## config.mk

```make
export PLATFORM = sky130hd
export DESIGN_NAME = rgb_hsv_range_threshold_unit
export DESIGN_NICKNAME = d
export VERILOG_FILES = /design/src/sv/rhrt_pkg.sv /design/src/sv/rhrt_prep.sv /design/src/sv/rhrt_scale.sv /design/src/sv/rhrt_div_cell.sv /design/src/sv/rhrt_round.sv /design/src/sv/rgb_hsv_range_threshold_unit.sv
export SDC_FILE = /design/constraint.sdc
export NUM_CORES = 1
export LEC_CHECK = 0
export BUFFER_PORTS_ARGS = -buffer_cell sky130_fd_sc_hd__buf_2
export CAP_MARGIN = 20
export CORE_MARGIN = 2
export CORE_UTILIZATION = 45
export CTS_BUF_LIST = sky130_fd_sc_hd__clkbuf_2 sky130_fd_sc_hd__clkbuf_4 sky130_fd_sc_hd__clkbuf_8
export DETAILED_ROUTE_END_ITERATION = 10
export PLACE_DENSITY = 0.64
export SKIP_LAST_GASP = 1
export SLEW_MARGIN = 20
export SYNTH_ARGS = -nofsm -noshare
export SYNTH_HDL_FRONTEND = slang
export SYNTH_SLANG_ARGS = --single-unit
```

## constraint.sdc

```tcl
create_clock -name i_clk -period 9.1 [get_ports i_clk]
set_clock_uncertainty 0.15 [all_clocks]
set_input_delay 0.91 -clock i_clk [delete_from_list [all_inputs] [get_ports i_clk]]
set_output_delay 0.91 -clock i_clk [all_outputs]
set_load 0.05 [all_outputs]
```

## src/sv/rhrt_pkg.sv

```systemverilog
// shared types, widths and constants of the rgb to hsv range threshold unit
package rhrt_pkg;

    localparam int unsigned COMP_W    = 8;
    localparam int unsigned HUE_W     = 9;
    localparam int unsigned PCT_W     = 7;
    localparam int unsigned SIX_W     = 11;
    localparam int unsigned REM_W     = 17;
    localparam int unsigned Q_W       = 9;
    localparam int unsigned CFG_W     = 10;
    localparam int unsigned CFG_IDX_W = 3;
    localparam int unsigned NUM_STAGES = Q_W + 3;

    localparam logic [HUE_W:0] HUE_WRAP = 10'd360;

    localparam logic signed [9:0] HUE_LOW_RST  = -10'sd1;
    localparam logic [8:0]        HUE_HIGH_RST = 9'd361;
    localparam logic signed [7:0] SAT_LOW_RST  = -8'sd1;
    localparam logic [6:0]        SAT_HIGH_RST = 7'd101;
    localparam logic signed [7:0] VAL_LOW_RST  = -8'sd1;
    localparam logic [6:0]        VAL_HIGH_RST = 7'd101;

    typedef enum logic [CFG_IDX_W-1:0] {
        CFG_HUE_LOW  = 3'd0,
        CFG_HUE_HIGH = 3'd1,
        CFG_SAT_LOW  = 3'd2,
        CFG_SAT_HIGH = 3'd3,
        CFG_VAL_LOW  = 3'd4,
        CFG_VAL_HIGH = 3'd5
    } t_cfg_idx;

    typedef struct packed {
        logic signed [9:0] hue_low;
        logic [8:0]        hue_high;
        logic signed [7:0] sat_low;
        logic [6:0]        sat_high;
        logic signed [7:0] val_low;
        logic [6:0]        val_high;
    } t_bounds;

    typedef struct packed {
        logic              grey;
        logic [COMP_W-1:0] mx;
        logic [COMP_W-1:0] d;
        logic [SIX_W-1:0]  sixths;
    } t_prep;

    typedef struct packed {
        logic              grey;
        logic [REM_W-1:0]  hue_rem;
        logic [COMP_W-1:0] hue_div;
        logic [Q_W-1:0]    hue_q;
        logic [REM_W-1:0]  sat_rem;
        logic [COMP_W-1:0] sat_div;
        logic [Q_W-1:0]    sat_q;
        logic [PCT_W-1:0]  val;
    } t_lane;

    typedef struct packed {
        logic             in_range;
        logic [HUE_W-1:0] hue_deg;
        logic [PCT_W-1:0] sat_pct;
        logic [PCT_W-1:0] val_pct;
    } t_result;

endpackage

```

## src/sv/rhrt_prep.sv

```systemverilog
// first stage: max, min, spread and hue in sixths of the spread
module rhrt_prep import rhrt_pkg::*; (
    input  logic              i_clk,
    input  logic              i_load,
    input  logic [COMP_W-1:0] i_red,
    input  logic [COMP_W-1:0] i_green,
    input  logic [COMP_W-1:0] i_blue,
    output t_prep             o_prep
);

    logic [COMP_W-1:0] n_mx;
    logic [COMP_W-1:0] n_mn;
    logic [COMP_W-1:0] n_d;
    logic signed [11:0] n_t;
    logic signed [11:0] n_six_d;
    logic signed [11:0] n_sum;
    logic               red_max;
    logic               green_max;
    t_prep              r_prep;

    always_comb begin
        red_max   = (i_red >= i_green) && (i_red >= i_blue);
        green_max = !red_max && (i_green >= i_blue);
        n_mx = i_red;
        if (i_green > n_mx) n_mx = i_green;
        if (i_blue > n_mx) n_mx = i_blue;
        n_mn = i_red;
        if (i_green < n_mn) n_mn = i_green;
        if (i_blue < n_mn) n_mn = i_blue;
        n_d = n_mx - n_mn;
        n_six_d = $signed(({4'b0, n_d} << 2) + ({4'b0, n_d} << 1));
        priority if (red_max) begin
            n_t = $signed({4'b0, i_green}) - $signed({4'b0, i_blue});
        end else if (green_max) begin
            n_t = $signed({3'b0, n_d, 1'b0}) + $signed({4'b0, i_blue})
                - $signed({4'b0, i_red});
        end else begin
            n_t = $signed({2'b0, n_d, 2'b0}) + $signed({4'b0, i_red})
                - $signed({4'b0, i_green});
        end
        n_sum = (n_t < 0) ? (n_t + n_six_d) : n_t;
    end

    always_ff @(posedge i_clk) begin
        if (i_load) begin
            r_prep.grey   <= (n_d == '0);
            r_prep.mx     <= n_mx;
            r_prep.d      <= n_d;
            r_prep.sixths <= n_sum[SIX_W-1:0];
        end
    end

    assign o_prep = r_prep;

endmodule

```

## src/sv/rhrt_scale.sv

```systemverilog
// second stage: division numerators and rounded value percent
module rhrt_scale import rhrt_pkg::*; (
    input  logic  i_clk,
    input  logic  i_load,
    input  t_prep i_prep,
    output t_lane o_lane
);

    logic [15:0] n_vnum;
    logic [15:0] n_vq;
    t_lane       r_lane;

    always_comb begin
        // round(mx * 100 / 255) as floor((mx * 100 + 127) / 255), reciprocal form
        n_vnum = 16'({8'b0, i_prep.mx} * 16'd100) + 16'd127;
        n_vq   = (n_vnum + (n_vnum >> 8) + 16'd1) >> 8;
    end

    always_ff @(posedge i_clk) begin
        if (i_load) begin
            r_lane.grey    <= i_prep.grey;
            r_lane.hue_rem <= REM_W'({6'b0, i_prep.sixths} * 17'd60);
            r_lane.hue_div <= i_prep.d;
            r_lane.hue_q   <= '0;
            r_lane.sat_rem <= REM_W'({9'b0, i_prep.d} * 17'd100);
            r_lane.sat_div <= i_prep.mx;
            r_lane.sat_q   <= '0;
            r_lane.val     <= n_vq[PCT_W-1:0];
        end
    end

    assign o_lane = r_lane;

endmodule

```

## src/sv/rhrt_div_cell.sv

```systemverilog
// one restoring division cell: settles one quotient bit of hue and saturation
module rhrt_div_cell import rhrt_pkg::*; #(
    parameter int unsigned BIT = 0
) (
    input  logic  i_clk,
    input  logic  i_load,
    input  t_lane i_lane,
    output t_lane o_lane
);

    logic [REM_W-1:0] hue_trial;
    logic [REM_W-1:0] sat_trial;
    logic             hue_ge;
    logic             sat_ge;
    t_lane            n_lane;
    t_lane            r_lane;

    always_comb begin
        hue_trial = REM_W'({9'b0, i_lane.hue_div} << BIT);
        sat_trial = REM_W'({9'b0, i_lane.sat_div} << BIT);
        hue_ge    = i_lane.hue_rem >= hue_trial;
        sat_ge    = i_lane.sat_rem >= sat_trial;
        n_lane    = i_lane;
        if (hue_ge) n_lane.hue_rem = i_lane.hue_rem - hue_trial;
        if (sat_ge) n_lane.sat_rem = i_lane.sat_rem - sat_trial;
        n_lane.hue_q[BIT] = hue_ge;
        n_lane.sat_q[BIT] = sat_ge;
    end

    always_ff @(posedge i_clk) begin
        if (i_load) begin
            r_lane <= n_lane;
        end
    end

    assign o_lane = r_lane;

endmodule

```

## src/sv/rhrt_round.sv

```systemverilog
// last stage: round half to even, wrap hue, bound test, output register
module rhrt_round import rhrt_pkg::*; (
    input  logic    i_clk,
    input  logic    i_load,
    input  t_lane   i_lane,
    input  t_bounds i_bounds,
    output t_result o_result
);

    logic [9:0]       hue_twice;
    logic [9:0]       sat_twice;
    logic             hue_up;
    logic             sat_up;
    logic [HUE_W:0]   hue_sum;
    logic [Q_W:0]     sat_sum;
    logic [HUE_W-1:0] hue;
    logic [PCT_W-1:0] sat;
    t_result          n_result;
    t_result          r_result;

    always_comb begin
        // remainder is below the divisor here, so nine bits hold it
        hue_twice = {i_lane.hue_rem[8:0], 1'b0};
        sat_twice = {i_lane.sat_rem[8:0], 1'b0};
        hue_up = (hue_twice > {2'b0, i_lane.hue_div})
              || ((hue_twice == {2'b0, i_lane.hue_div}) && i_lane.hue_q[0]);
        sat_up = (sat_twice > {2'b0, i_lane.sat_div})
              || ((sat_twice == {2'b0, i_lane.sat_div}) && i_lane.sat_q[0]);
        hue_sum = {1'b0, i_lane.hue_q} + {{HUE_W{1'b0}}, hue_up};
        sat_sum = {1'b0, i_lane.sat_q} + {{Q_W{1'b0}}, sat_up};
        if (i_lane.grey) begin
            hue = '0;
            sat = '0;
        end else begin
            hue = (hue_sum >= HUE_WRAP) ? HUE_W'(hue_sum - HUE_WRAP) : hue_sum[HUE_W-1:0];
            sat = sat_sum[PCT_W-1:0];
        end
        n_result.hue_deg = hue;
        n_result.sat_pct = sat;
        n_result.val_pct = i_lane.val;
        n_result.in_range =
               (i_bounds.hue_low < $signed({1'b0, hue}))
            && (hue < i_bounds.hue_high)
            && (i_bounds.sat_low < $signed({1'b0, sat}))
            && (sat < i_bounds.sat_high)
            && (i_bounds.val_low < $signed({1'b0, i_lane.val}))
            && (i_lane.val < i_bounds.val_high);
    end

    always_ff @(posedge i_clk) begin
        if (i_load) begin
            r_result <= n_result;
        end
    end

    assign o_result = r_result;

endmodule

```

## src/sv/rgb_hsv_range_threshold_unit.sv

```systemverilog
// top level of the rgb to hsv range threshold unit
//
// Converts one 8-bit RGB pixel per transaction to HSV (hue in degrees 0..359,
// saturation and value in percent 0..100, rounded half to even) and flags the
// pixel when all three lie strictly inside the programmed bounds.
// Input channel: i_valid / o_stall with i_red_in, i_green_in, i_blue_in.
// Output channel: o_valid / i_stall with o_in_range, o_hue_deg, o_sat_pct,
// o_val_pct; exactly one result per pixel, in order.
// A pixel passes from the accepting edge to o_valid through twelve
// register stages: a prep stage, a scale stage, nine division cells (one
// quotient bit each for hue and saturation) and a rounding stage that holds
// the output register.
// Throughput is one pixel per cycle unless i_stall holds it; every stage has
// its own valid bit, so a stall only holds up full stages; bubbles close up.
// When the receiver stalls, the result stays on the output unchanged and the
// pipeline keeps filling until full, then o_stall rises. Reset clears all
// valid bits and sets the bounds so every pixel is in range. Bounds are set
// via i_cfg_wr_en / i_cfg_index / i_cfg_data by the user only while no
// transaction is in flight, unchecked here; unknown indexes are ignored.
module rgb_hsv_range_threshold_unit import rhrt_pkg::*; (
    input  logic                 i_clk,
    input  logic                 i_rst_n,
    input  logic                 i_valid,
    output logic                 o_stall,
    input  logic [COMP_W-1:0]    i_red_in,
    input  logic [COMP_W-1:0]    i_green_in,
    input  logic [COMP_W-1:0]    i_blue_in,
    output logic                 o_valid,
    input  logic                 i_stall,
    output logic                 o_in_range,
    output logic [HUE_W-1:0]     o_hue_deg,
    output logic [PCT_W-1:0]     o_sat_pct,
    output logic [PCT_W-1:0]     o_val_pct,
    input  logic                 i_cfg_wr_en,
    input  logic [CFG_IDX_W-1:0] i_cfg_index,
    input  logic [CFG_W-1:0]     i_cfg_data
);

    logic [NUM_STAGES-1:0] r_vld;
    logic [NUM_STAGES-1:0] n_vld;
    logic [NUM_STAGES:0]   w_rdy;
    logic [NUM_STAGES-1:0] w_src_vld;
    logic [NUM_STAGES-1:0] w_load;
    t_bounds               r_bounds;
    t_prep                 w_prep;
    t_lane                 w_lane [Q_W+1];
    t_result               w_result;

    // per-stage handshake
    assign w_rdy[NUM_STAGES] = !i_stall;
    assign w_src_vld[0]      = i_valid;

    genvar k;
    generate
        for (k = 0; k < NUM_STAGES; k++) begin : g_ctl
            assign w_rdy[k]  = !r_vld[k] || w_rdy[k+1];
            assign w_load[k] = w_rdy[k] && w_src_vld[k];
            assign n_vld[k]  = w_rdy[k] ? w_src_vld[k] : r_vld[k];
            if (k > 0) begin : g_src
                assign w_src_vld[k] = r_vld[k-1];
            end
        end
    endgenerate

    always_ff @(posedge i_clk) begin
        if (!i_rst_n) begin
            r_vld <= '0;
        end else begin
            r_vld <= n_vld;
        end
    end

    // bound registers
    always_ff @(posedge i_clk) begin
        if (!i_rst_n) begin
            r_bounds.hue_low  <= HUE_LOW_RST;
            r_bounds.hue_high <= HUE_HIGH_RST;
            r_bounds.sat_low  <= SAT_LOW_RST;
            r_bounds.sat_high <= SAT_HIGH_RST;
            r_bounds.val_low  <= VAL_LOW_RST;
            r_bounds.val_high <= VAL_HIGH_RST;
        end else if (i_cfg_wr_en) begin
            unique case (t_cfg_idx'(i_cfg_index))
                CFG_HUE_LOW:  r_bounds.hue_low  <= $signed(i_cfg_data);
                CFG_HUE_HIGH: r_bounds.hue_high <= i_cfg_data[8:0];
                CFG_SAT_LOW:  r_bounds.sat_low  <= $signed(i_cfg_data[7:0]);
                CFG_SAT_HIGH: r_bounds.sat_high <= i_cfg_data[6:0];
                CFG_VAL_LOW:  r_bounds.val_low  <= $signed(i_cfg_data[7:0]);
                CFG_VAL_HIGH: r_bounds.val_high <= i_cfg_data[6:0];
                default: begin
                end
            endcase
        end
    end

    rhrt_prep u_prep (
        .i_clk   (i_clk),
        .i_load  (w_load[0]),
        .i_red   (i_red_in),
        .i_green (i_green_in),
        .i_blue  (i_blue_in),
        .o_prep  (w_prep)
    );

    rhrt_scale u_scale (
        .i_clk  (i_clk),
        .i_load (w_load[1]),
        .i_prep (w_prep),
        .o_lane (w_lane[0])
    );

    generate
        for (k = 0; k < Q_W; k++) begin : g_cell
            rhrt_div_cell #(
                .BIT (Q_W - 1 - k)
            ) u_cell (
                .i_clk  (i_clk),
                .i_load (w_load[k+2]),
                .i_lane (w_lane[k]),
                .o_lane (w_lane[k+1])
            );
        end
    endgenerate

    rhrt_round u_round (
        .i_clk    (i_clk),
        .i_load   (w_load[NUM_STAGES-1]),
        .i_lane   (w_lane[Q_W]),
        .i_bounds (r_bounds),
        .o_result (w_result)
    );

    assign o_stall    = !w_rdy[0];
    assign o_valid    = r_vld[NUM_STAGES-1];
    assign o_in_range = w_result.in_range;
    assign o_hue_deg  = w_result.hue_deg;
    assign o_sat_pct  = w_result.sat_pct;
    assign o_val_pct  = w_result.val_pct;

    a_hue_wrapped: assert property (@(posedge i_clk) disable iff (!i_rst_n)
        o_valid |-> ({1'b0, o_hue_deg} < HUE_WRAP))
        else $error("hue not wrapped below 360");

    a_pct_range: assert property (@(posedge i_clk) disable iff (!i_rst_n)
        o_valid |-> (o_sat_pct <= 7'd100) && (o_val_pct <= 7'd100))
        else $error("percent out of range");

    a_no_stall_empty: assert property (@(posedge i_clk) disable iff (!i_rst_n)
        !o_valid |-> !o_stall)
        else $error("input stalled while output register empty");

    a_in_range_hue: assert property (@(posedge i_clk) disable iff (!i_rst_n)
        (o_valid && o_in_range) |-> (o_hue_deg < r_bounds.hue_high))
        else $error("in range flag with hue above bound");

endmodule

```

=== Word-level counts from Yosys, hierarchy flattened ===
Cells that the tools add are included.

* $mul: 3
* Mux-type cells: 28
* Equality and inequality tests: 7
* Order comparisons: 35
* Reduce and logical (&&, ||, !) cells: 58
* Add/sub/neg operators: 32

{| class="wikitable"
|+ Operators by type and width
! cell !! number
|-
| 2-to-1 mux 17 bit || 15
|-
| 2-to-1 mux 9 bit || 4
|-
| greater-or-equal comparator 17 x 10 -> 1 bit || 2
|-
| greater-or-equal comparator 17 x 11 -> 1 bit || 2
|-
| greater-or-equal comparator 17 x 12 -> 1 bit || 2
|-
| greater-or-equal comparator 17 x 13 -> 1 bit || 2
|-
| greater-or-equal comparator 17 x 14 -> 1 bit || 2
|-
| greater-or-equal comparator 17 x 15 -> 1 bit || 2
|-
| greater-or-equal comparator 17 x 8 -> 1 bit || 2
|-
| greater-or-equal comparator 17 x 9 -> 1 bit || 2
|-
| subtractor 17 x 10 -> 17 bit || 2
|-
| subtractor 17 x 11 -> 17 bit || 2
|-
| subtractor 17 x 12 -> 17 bit || 2
|-
| subtractor 17 x 13 -> 17 bit || 2
|-
| subtractor 17 x 14 -> 17 bit || 2
|-
| subtractor 17 x 15 -> 17 bit || 2
|-
| subtractor 17 x 9 -> 17 bit || 2
|-
| less-than comparator 8 bit || 4
|-
| 2-to-1 mux 8 bit || 4
|-
| multiplier 8 x 5 -> 13 bit (second input constant) || 2
|-
| greater-or-equal comparator 8 bit || 3
|-
| 2-to-1 mux 12 bit || 2
|-
| subtractor 12 x 9 -> 12 bit || 2
|-
| logical AND 1 bit || 21
|-
| 37 further kinds || 76
|}

* Word-level logic and storage cells: 267
* Output and inout bits: 26
* Register bits: 744
* Input port bits: 42

=== Longest topological paths before layout ===
Gate-level depths: netlist (run 1).

* Depth in word-level cells: 14
* Depth in mapped cells: 46
* Depth with buffers taken out: 44

=== Modules after synthesis ===
From an unflattened synthesis (run 1), not the netlist that was laid out.

* Cell total of the unflattened synthesis: 3714
* Area total of the unflattened synthesis: 46046.7 sq um

{| class="wikitable"
|+ Modules (own cells, without submodules)
! module !! times used !! sequential area each (sq um) !! cells an instance !! area an instance (sq um)
|-
| rhrt_prep || 1 || 840.8 || 539 || 4760.8
|-
| rhrt_scale || 1 || 1471.4 || 373 || 4468.0
|-
| rhrt_div_cell at g_cell[7].u_cell || 1 || 2282.2 || 289 || 3727.3
|-
| rhrt_div_cell at g_cell[8].u_cell || 1 || 2282.2 || 279 || 3661.0
|-
| rhrt_div_cell at g_cell[5].u_cell || 1 || 2282.2 || 254 || 3644.7
|-
| rhrt_div_cell at g_cell[1].u_cell || 1 || 2282.2 || 238 || 3533.4
|-
| rhrt_div_cell at g_cell[4].u_cell || 1 || 2282.2 || 252 || 3522.1
|-
| rhrt_div_cell at g_cell[2].u_cell || 1 || 2282.2 || 241 || 3513.4
|-
| rhrt_div_cell at g_cell[6].u_cell || 1 || 2282.2 || 257 || 3498.4
|-
| rhrt_div_cell at g_cell[3].u_cell || 1 || 2282.2 || 237 || 3384.5
|-
| rhrt_div_cell at g_cell[0].u_cell || 1 || 2282.2 || 211 || 3301.9
|-
| rhrt_round || 1 || 720.7 || 296 || 2690.1
|-
| rgb_hsv_range_threshold_unit || 1 || 1221.2 || 248 || 2341.0
|}

=== Worst setup path before layout (run 1) ===
OpenSTA, ideal clock, no wires.

* Kind: input to register
* Start: input i_red_in[1]
* End: register u_prep.r_prep, in the netlist u_prep.o_prep[10] (data pin)
* Required time: 8.802 ns
* Arrival: 8.937 ns
* Buffers on the path: 3
* Slack: -0.135 ns
* Cell stages on the path: 41
* Path through: inv_1 -> ha_1 -> nor2b_1 -> o211ai_2 -> a21oi_2 -> nor2_1 -> clkbuf_1 -> a21oi_1 -> ha_1 -> a211o_1 -> nor2_2 -> nand3_1 -> or3_1 -> and3_4 -> buf_6 -> clkbuf_1 -> a21oi_1 -> ha_1 -> [5 not listed] -> xnor2_1 -> ha_1 -> a21boi_0 -> o21a_1 -> nor2_1 -> o21bai_1 -> a21oi_1 -> xnor2_1 -> xnor3_1 -> a21oi_1 -> a21oi_1 -> fa_1 -> ha_1 -> a21o_1 -> a21oi_1 -> xor2_1 -> or4_1 -> mux2i_1

* Longest elaborated chain between the ends: 11

{| class="wikitable"
|+ RTL lines
! item !! RTL line !! text
|-
| from (decl) || rgb_hsv_range_threshold_unit.sv:25 || <nowiki>input logic [COMP_W-1:0] i_red_in,</nowiki>
|-
| greater-than comparator 8 bit or less-than comparator 8 bit (tied branches) || rhrt_prep.sv:25, rhrt_prep.sv:28 ||
|-
| 2-to-1 mux 8 bit (on tied branches) || rhrt_prep.sv:25, rhrt_prep.sv:28 ||
|-
| greater-than comparator 8 bit or less-than comparator 8 bit (tied branches) || rhrt_prep.sv:26, rhrt_prep.sv:29 ||
|-
| 2-to-1 mux 8 bit (on tied branches) || rhrt_prep.sv:26, rhrt_prep.sv:29 ||
|-
| subtractor 8 bit (*) || rhrt_prep.sv:30 || <nowiki>n_d = n_mx - n_mn;</nowiki>
|-
| via u_prep.n_d[1] || rhrt_prep.sv:13 || <nowiki>logic [COMP_W-1:0] n_d;</nowiki>
|-
| adder 10 x 8 -> 11 bit or adder 9 x 8 -> 10 bit (tied branches) || rhrt_prep.sv:38, rhrt_prep.sv:35 ||
|-
| subtractor 12 x 9 -> 12 bit (on tied branches) || rhrt_prep.sv:39, rhrt_prep.sv:36 ||
|-
| 2-to-1 mux 12 bit || rhrt_prep.sv:34 || <nowiki>end else if (green_max) begin</nowiki>
|-
| 2-to-1 mux 12 bit || rhrt_prep.sv:32 || <nowiki>priority if (red_max) begin</nowiki>
|-
| adder 11 bit or less-than comparator 12 x 1 -> 1 bit (tied branches) || rhrt_prep.sv:41 || <nowiki>n_sum = (n_t < 0) ? (n_t + n_six_d) : n_t;</nowiki>
|-
| 2-to-1 mux 11 bit (*) || rhrt_prep.sv:41 ||
|-
| via u_prep.n_sum[10] || rhrt_prep.sv:16 || <nowiki>logic signed [11:0] n_sum;</nowiki>
|-
| to (decl) || rhrt_prep.sv:19 || <nowiki>t_prep r_prep;</nowiki>
|}

Mark *: on every way through the listed nets, which the timed path passes. The rest lies on a longest branch.
A chain may end at the register's enable or synchronous reset.

=== Final worst setup path (run 1) ===
* Start: input i_red_in[7]
* End: register u_prep.r_prep, in the netlist u_prep.o_prep[10] (data pin)

The elaborated chain is that of the path after synthesis.

==> impl_metrics.ini, run 1 <==
[floorplanning]
core_mm2 = 0.0853
start_util_pct = 45.4
rows = 107
io_pins = 68
die_w_um = 297
die_y_um = 297
dieArea_mm2 = 0.0884

[yosys]
synth_seq_area_share_pct = 52.4
syn_area_per_cell_um2 = 11.4
synth_flop_cell = edfxtp_1
synth_nets = 3863
ys_seq_elements = 696
synth-edff-count = 635
syn_area_mm2 = 0.0387
synth-async-reset-ratio_pct = 0
ys_types = 77
ys_warn_count = 0
syn_inst = 3392

[sta]
setup_viol = 0
hold_viol = 0
fin_ws_ns = 0.659
min_period_over_period_pct = 92.8
tightest_slew_ns = 1.02
finalSetupTns_ns = 0
timing.fmax_ghz = 0.118
drv_slew = 0
hold-worst-slack_ns = 0.258
period_needed_ns = 8.44
max_slew_margin_pct = 31.2

[power]
finalPower_mw = 13.0
power_density_mw_per_mm2 = 299
pwr-share-seq_pct = 31.9
p_leak_nw = 17.8
switching_share_pct = 34.4
p_sw_mw = 4.47
peakVddDrop_uv = 498
power.internal_mw = 8.51
comb_power_share_pct = 47.9
p_clk_share_pct = 20.1

[worst_setup_path]
arrival_ns = 8.84
worst_setup_path_end_kind = flop
worstSetupStartpoint = i_red_in[7]
cpPeakStageDelay_ns = 0.60
crit_family = compound AO/OA/AOI/OAI gates
r2r-start = g_cell[8].u_cell.o_lane[58]$_SDFFCE_PP0P_
crit_slowest_cell = fa_1
r2r_cells = 30
cp_max_fo = 17
cp.buffers_inverters = 6
crit_end = u_prep.o_prep[10]$_DFFE_PP_
r2r_slack_ns = 3.18
crit_required_ns = 9.50
rr_endpoint = u_round.o_result[23]$_DFFE_PP_
cp-start-kind = input pin
crit_type = input pin to flop
crit_cells = 41

[run_status]
status = complete, no violations

[clock_network]
cts_buffers = 112
clock_sinks = 696
clock_latency_ns = 0.70
path_clk_slew_ns = 0.06
cts_setup_buffers = 0
cts-root-buf = clkbuf_8
htree_num_levels = 3
clockBufferDepth = 3
cts_tree = built

[drt]
drtAntennaViolNets = 0
via_per_inst = 5.04
drc = 0
vias = 24500
wl_mm = 71.2
drt_iter0_markers = 1002
dr.pass1.iters = 7
wl_per_cell_um = 14.6

[global_routing]
grt_max_degree = 68
grt_pass1_wl_mm = 119
grt_overflow = 0
grtUsageTotal_pct = 16.3
grt_antenna_before_repair = 1
grt_pass1_vias = 25000

[layout]
final_common_cell = edfxtp_1
area_delta_synth_final_pct = 12.3
fin_nets = 4106
drive_above_1_share_pct = 11.0
n_fill_cell = 7544
final_cell_mix = edfxtp_1 (635), inv_1 (385), ha_1 (372)

[place]
place.gp.congestion = 0.906
place_ws_ns = -0.138
port_buffers = 67
hpwl_mm = 55.3

[run]
timing.max_cap.violations = 0

[hold_path]
hold_path.class = flop to flop
==> power by group through the flow <==
| stage | Sequential, mW | Combinational [mW] | Clock (mW) |
|---|---|---|---|
| floorplan | 4.16 | 4.55 | 0 |
| global placement | 4.21 | 6.07 | 0 |
| detailed placement | 4.22 | 6.22 | 0 |
| CTS | 4.15 | 6.26 | 2.70 |
| global route | 4.18 | 7.12 | 2.85 |
| finish | 4.15 | 6.22 | 2.61 |
==> cells by family (layout without fill, tap and decap cells) <==
kind of cell             after synthesis  after routing  share of synthesized area [%]
AND/OR/NAND/NOR                      897            897                           11.4
flip-flops                           696            696                           52.4
buffers and inverters                432            760                           4.21
AO/OA/AOI/OAI                        661            661                           10.5
other                                  0              1                              0
XOR/XNOR                             225            225                           5.13
multiplexers                          51             51                           1.38
adder cells (fa/ha/maj)              430            430                           15.0
==> layout make-up <==
cell class | count | area, um^2 | area share [%]
Clock inverter | 55 | 410 | 0.944
Multi-Input combinational cell | 2264 | 16900 | 38.9
Antenna cell | 1 | 2.50 | 0.00576
Timing Repair Buffer | 175 | 1160 | 2.67
Sequential cell | 696 | 20300 | 46.7
Clock buffer | 144 | 1800 | 4.14
Inverter | 386 | 1450 | 3.33
Tap cell | 1144 | 1430 | 3.29
==> state kept, by name, summed over array words and instances (netlist names) <==
| register | cells |
|---|---|
| g_cell.u_cell.o_lane | 534 |
| u_round.o_result | 24 |
| r_bounds | 49 |
| u_scale.o_lane | 49 |
| r_vld | 12 |
| u_prep.o_prep | 28 |
==> stage by stage <==
| stage | area (um^2) | instances | util, % |
|---|---|---|---|
| 2_1_floorplan | 38700 | 3392 | - |
| 3_3_place_gp | 41200 | 4665 | 48.4 |
| 3_5_place_dp | 41200 | 4665 | 48.4 |
| 4_1_cts | 43400 | 4864 | 50.9 |
| 5_1_grt | 43500 | 4865 | 51.0 |
| 6_report | 43500 | 4865 | 51.0 |
==> worst min-delay path by stage <==
stage                     cells after the start                                 start                                    to
final                                         0  g_cell[6].u_cell.o_lane[2]$_DFFE_PP_  g_cell[7].u_cell.o_lane[2]$_DFFE_PP_
after global routing                          2                               i_valid                 r_vld[0]$_SDFFE_PN0N_
after CTS                                     2                               i_valid                 r_vld[0]$_SDFFE_PN0N_
after detailed placement                      0           u_scale.o_lane[5]$_DFFE_PP_  g_cell[0].u_cell.o_lane[5]$_DFFE_PP_
after global placement                        0  g_cell[4].u_cell.o_lane[0]$_DFFE_PP_  g_cell[5].u_cell.o_lane[0]$_DFFE_PP_
after floorplan                               0           u_scale.o_lane[0]$_DFFE_PP_  g_cell[0].u_cell.o_lane[0]$_DFFE_PP_
==> cell usage after synthesis (all sizes together) (9+ instances only) <==
cell type | instances | area, um^2
mux2i | 37 | 378
nand2 | 263 | 987
o211ai | 12 | 95.1
o21a | 26 | 195
a31oi | 11 | 68.8
and2 | 18 | 113
a21boi | 41 | 308
nand2b | 62 | 388
fa | 57 | 1140
clkbuf | 44 | 165
nor3 | 40 | 211
and3 | 13 | 86.3
nor2b | 86 | 538
nor3b | 10 | 75.1
nor4 | 26 | 163
nand4 | 35 | 219
a21oi | 208 | 1040
o21bai | 23 | 173
edfxtp | 635 | 19100
xnor2 | 147 | 1290
nand3 | 83 | 420
ha | 372 | 4650
inv | 386 | 1450
xor2 | 77 | 674
or4 | 13 | 97.6
mux2 | 14 | 158
o21ai | 172 | 861
dfxtp | 61 | 1220
a21o | 102 | 766
or2 | 9 | 58.8
nor2 | 205 | 772
o31ai | 26 | 195
==> worst reg2reg max path: cells and delay by family, from the launching register on <==
family / cells / cell delay (ns)
and+or+nand+nor: 9 / 1.14
xor gates and xnor gates: 2 / 0.33
AOI/OAI and AO/OA: 15 / 2.55
DFF: 1 / 0.37
adders and majority gates: 4 / 1.18
==> what timing repair did <==
action / CTS / global route
resized for setup: 0 / 7
setup endpoints to repair: 0 / 1
hold buffers: 0 / 0
==> routing by layer <==
metal / part of all wire (%) / track usage, %
met5: 0 / 0
met4: 3.4 / 6.89
met3: 3.4 / 2.40
met2: 53 / 31.0
met1: 40 / 18.0
Power figures use the tool's default switching activity.
==> run 2: changes to the inputs <==
MAX_ROUTING_LAYER = met4   (was default)
==> run 2 against run 1 <==
Net effect:
- clock power rose by 3%
- via count barely moved
- fmax fell by 1.1%
- sequential share of layout area fell by 0.076 points
- combinational power barely moved
- die area did not move
- first-iteration DRC count rose by 7.7%
- sequential cell count did not move
- final cell count rose by 0.10%
==> impl_metrics.ini, run 2 (synthesis results as in run 1) <==
[sta]
period_needed_ns = 8.53
drv_slew = 0
min_period_over_period_pct = 93.8
timing.fmax_ghz = 0.117
setup_viol = 0
rsz0062_at_grt = no
finalSetupTns_ns = 0
max_slew_margin_pct = 30.8
tightest_slew_ns = 1.04
hold_viol = 0

[worst_setup_path]
worstSetupStartpoint = i_red_in[7]
worst_setup_path_end_kind = flop
cp_max_fo = 7
cpPeakStageDelay_ns = 0.57
cp.buffers_inverters = 4
arrival_ns = 8.93
crit_slowest_cell = fa_1
crit_type = input pin to flop
crit_family = adder cells
r2r-start = g_cell[8].u_cell.o_lane[58]$_SDFFCE_PP0P_
cp-start-kind = input pin
cp_common_cell = a21oi_1
crit_required_ns = 9.50

[run]
timing.max_cap.violations = 0

[floorplanning]
start_util_pct = 45.4
die_w_um = 297
core_mm2 = 0.0853
dieArea_mm2 = 0.0884
rows = 107
die_y_um = 297
io_pins = 68

[clock_network]
clock_sinks = 696
path_clk_slew_ns = 0.06
cts-root-buf = clkbuf_8
htree_num_levels = 3
cts_tree = built
cts_setup_buffers = 0
clockBufferDepth = 3
clock_latency_ns = 0.72
cts_buffers = 111

[layout]
n_fill_cell = 7594
largest_reg_flops = 534
finalInstanceArea_mm2 = 0.0435
final_core_util_pct = 51.1
final_common_cell = edfxtp_1
area_delta_synth_final_pct = 12.5
fin_nets = 4107
final_cell_mix = edfxtp_1 (635), inv_1 (385), ha_1 (372)
drive_above_1_share_pct = 10.9

[power]
power_density_mw_per_mm2 = 299
p_leak_nw = 17.9
peakVddDrop_uv = 455

[global_routing]
grt_overflow = 0
grt_max_degree = 67
grt_pass1_wl_mm = 119
grt_pass1_vias = 25100
grtUsageTotal_pct = 16.8
grt_antenna_before_repair = 1

[place]
place.gp.congestion = 0.902
port_buffers = 67
hpwl_mm = 55.2
placed_area_mm2 = 0.0413

[hold_path]
hold_path.class = flop to flop
hold_start = g_cell[4].u_cell.o_lane[49]$_DFFE_PP_

[drt]
drt_iter0_markers = 1079
dr.pass1.iters = 7
wl_per_cell_um = 14.6
drtAntennaViolNets = 0
via_per_inst = 5.04
wl_mm = 71.3
drc = 0
vias = 24500

[run_status]
status = complete, no violations
-- run 2: cell count changes in the layout (fill, tap and decap cells not counted), sizes merged --
| cell | before | now |
|---|---|---|
| clkbuf | 144 | 141 |
| buf | 175 | 177 |
| inv | 388 | 392 |
| clkinv | 46 | 45 |
| bufinv | 5 | 8 |
-- run 2: power by group --
| part | switching [mW] | total (mW) | internal, mW |
|---|---|---|---|
| Sequential | 0.161 | 4.15 | 3.99 |
| Clock | 1.18 | 2.68 | 1.50 |
| Combinational | 3.12 | 6.19 | 3.08 |
| Total | 4.46 | 13.0 | 8.56 |
-- run 2: routing by layer --
| metal | up-vias | global-route usage, % | routed length, um |
|---|---|---|---|
| met5 | - | - | 0 |
| met4 | 0 | 6.57 | 2300 |
| met3 | 136 | 2.37 | 2240 |
| met2 | 339 | 31.4 | 37800 |
| met1 | 11500 | 17.8 | 28900 |
| li1 | 12600 | - | - |
-- run 2: repair_timing --
item,CTS,global route
hold buffers,0,0
resized for setup,0,4
setup endpoints to repair,0,1
-- run 2: stage by stage --
step                      hold slack [ns]  cells  worst slack (ns)  power, mW
final                               0.251   4870             0.568       13.0
after CTS                           0.189   4869             0.623       13.2
after detailed placement            0.255   4667            -0.145       10.4
after global placement              0.250   4667           0.00239       10.3
after global routing                0.215   4870            0.0248       14.2
after floorplan                     0.250   3392            0.0118       8.71
-- run 2: worst paths after layout --
path,depth (start not counted),slack [ns],endpoint
worst min register to register,0,0.25,g_cell[5].u_cell.o_lane[49]$_DFFE_PP_
worst max register to register,30,3.18,u_round.o_result[23]$_DFFE_PP_
worst min-delay path,0,0.25,g_cell[5].u_cell.o_lane[49]$_DFFE_PP_
worst max-delay path,41,0.57,u_prep.o_prep[10]$_DFFE_PP_
-- run 2: final cells by class --
type | instances | area [um^2] | share of cell area (%)
flip-flops and latches | 696 | 20300 | 46.6
multi-input cells | 2264 | 16900 | 38.9
clock buffers | 141 | 1750 | 4.03
inverters | 386 | 1450 | 3.33
well taps | 1144 | 1430 | 3.29
repair buffers | 177 | 1170 | 2.70
clock inverters | 61 | 523 | 1.20
diodes | 1 | 2.50 | 0.00575
==> run 3: changes to the inputs <==
CORE_ASPECT_RATIO = 1.1   (was default)
==> run 3 against run 2 <==
Net effect:
- wire length grew 1.3%
- fmax grew 1.2%
- die area is essentially flat
- combinational power is 2% higher
- first-iteration DRC count down 11%
- sequential cell count did not move
- critical path depth is 1 higher
- via count is 0.95% higher
- setup slack better by 0.099 ns
- clock power shrank 4%
- final cell count is 0.31% higher
- largest cell class unchanged
==> impl_metrics.ini, run 3 (synthesis results as in run 1) <==
[run_status]
status = complete, no violations

[layout]
seqCellArea_mm2 = 0.0203
final_cell_mix = edfxtp_1 (635), inv_1 (385), ha_1 (372)
area_delta_synth_final_pct = 12.5
finalInstanceArea_mm2 = 0.0436
multi_input_area_mm2 = 0.0170
final_common_cell = edfxtp_1
n_fill_cell = 7541
final-instance-count-excl-fill = 4885
drive_above_1_share_pct = 11.5
fin_nets = 4123
largest_reg_flops = 534

[drt]
drc = 0
via_per_inst = 5.07
drt_iter0_markers = 962
wl_per_cell_um = 14.8
dr.pass1.iters = 5
vias = 24800
wl_mm = 72.3
drtAntennaViolNets = 0

[worst_setup_path]
cp_common_cell = ha_1
cpPeakStageDelay_ns = 0.44
arrival_ns = 8.85
worst_setup_path_end_kind = flop
r2r_cells = 30
crit_type = input pin to flop
cp_max_fo = 7
crit_slowest_cell = fa_1
crit_required_ns = 9.51
cp-start-kind = input pin

[global_routing]
grt_pass1_vias = 25400
grt_overflow = 0
grt_pass1_wl_mm = 121
grt_max_degree = 71
grt_antenna_before_repair = 1
grtUsageTotal_pct = 17.1

[place]
place.gp.congestion = 0.926
placed_area_mm2 = 0.0413
place_ws_ns = -0.354
port_buffers = 67
dp_cells = 4669
hpwl_mm = 55.9

[clock_network]
htree_num_levels = 3
cts_buffers = 112
clock_sinks = 696
cts-root-buf = clkbuf_8
cts_tree = built
path_clk_slew_ns = 0.06
clock_latency_ns = 0.74
clockBufferDepth = 3
cts_hold_buffers = 0

[floorplanning]
dieArea_mm2 = 0.0884
core_mm2 = 0.0851
die_y_um = 312
io_pins = 68
rows = 112
start_util_pct = 45.5
die_w_um = 284

[sta]
period_needed_ns = 8.43
hold_viol = 0
fin_ws_ns = 0.667
min_period_over_period_pct = 92.7
tightest_slew_ns = 1.07
setup_viol = 0
timing.fmax_ghz = 0.119
drv_slew = 0
finalSetupTns_ns = 0
max_slew_margin_pct = 28.2

[power]
p_leak_nw = 17.9
peakVddDrop_uv = 451
power_density_mw_per_mm2 = 298

[run]
timing.max_cap.violations = 0

[hold_path]
whs_path_depth = 0
hold_path.class = flop to flop
==> run 3: cell types whose count changed in the layout (fill, tap and decap cells not counted), sizes merged <==
| cell | delta |
|---|---|
| nor2 | +1 |
| clkinvlp | -2 |
| clkinv | +12 |
| buf | +14 |
| bufinv | -6 |
==> run 3: what timing repair did <==
item / in CTS / in global routing
gates resized for setup: 0 / 17
endpoints found under the setup margin: 0 / 2
setup buffers: 0 / 7
==> run 3: layout make-up <==
class,count,share of cell area [%]
diodes,1,0.00574
clock buffers,141,4.08
clock inverters,65,0.873
inverters,386,3.33
multi-input cells,2265,38.9
flip-flops and latches,696,46.6
well taps,1140,3.27
repair buffers,191,2.93
==> run 3: worst paths after layout <==
| kind | slack (ns) | from | end |
|---|---|---|---|
| worst max register to register | 3.25 | g_cell[8].u_cell.o_lane[58]$_SDFFCE_PP0P_ | u_round.o_result[23]$_DFFE_PP_ |
| worst min-delay path | 0.23 | g_cell[7].u_cell.o_lane[0]$_DFFE_PP_ | g_cell[8].u_cell.o_lane[0]$_DFFE_PP_ |
| worst max-delay path | 0.67 | i_red_in[1] | u_prep.o_prep[10]$_DFFE_PP_ |
| worst min register to register | 0.23 | g_cell[7].u_cell.o_lane[0]$_DFFE_PP_ | g_cell[8].u_cell.o_lane[0]$_DFFE_PP_ |
==> run 3: per-stage QoR <==
step	power, mW	hold WS, ns	utilization (%)
floorplan	8.71	0.250	-
global placement	10.4	0.250	48.5
detailed placement	10.5	0.255	48.5
CTS	13.1	0.160	51.1
global route	14.2	0.225	51.2
finish	13.0	0.231	51.2
==> run 3: metal layers <==
layer,GRT usage (%),wire [um]
met1,17.5,28200
met2,32.1,38900
met3,2.29,2190
met4,8.31,3000
met5,-,0
==> run 3: power breakdown <==
part / internal (mW) / total, mW / switching [mW] / leakage (nW)
Sequential: 3.99 / 4.15 / 0.161 / 6.09
Clock: 1.35 / 2.56 / 1.21 / 1.16
Combinational: 3.15 / 6.29 / 3.14 / 10.6
==> run 3: worst max-delay path: cells and delay by family <==
kind                     cells  cell delay, ns
XOR/XNOR                     2            0.28
multiplexers                 1            0.15
AO/OA/AOI/OAI               17            2.90
adder cells (fa/ha/maj)      7            2.19
buffers and inverters        6            0.67
AND/OR/NAND/NOR              9            1.74
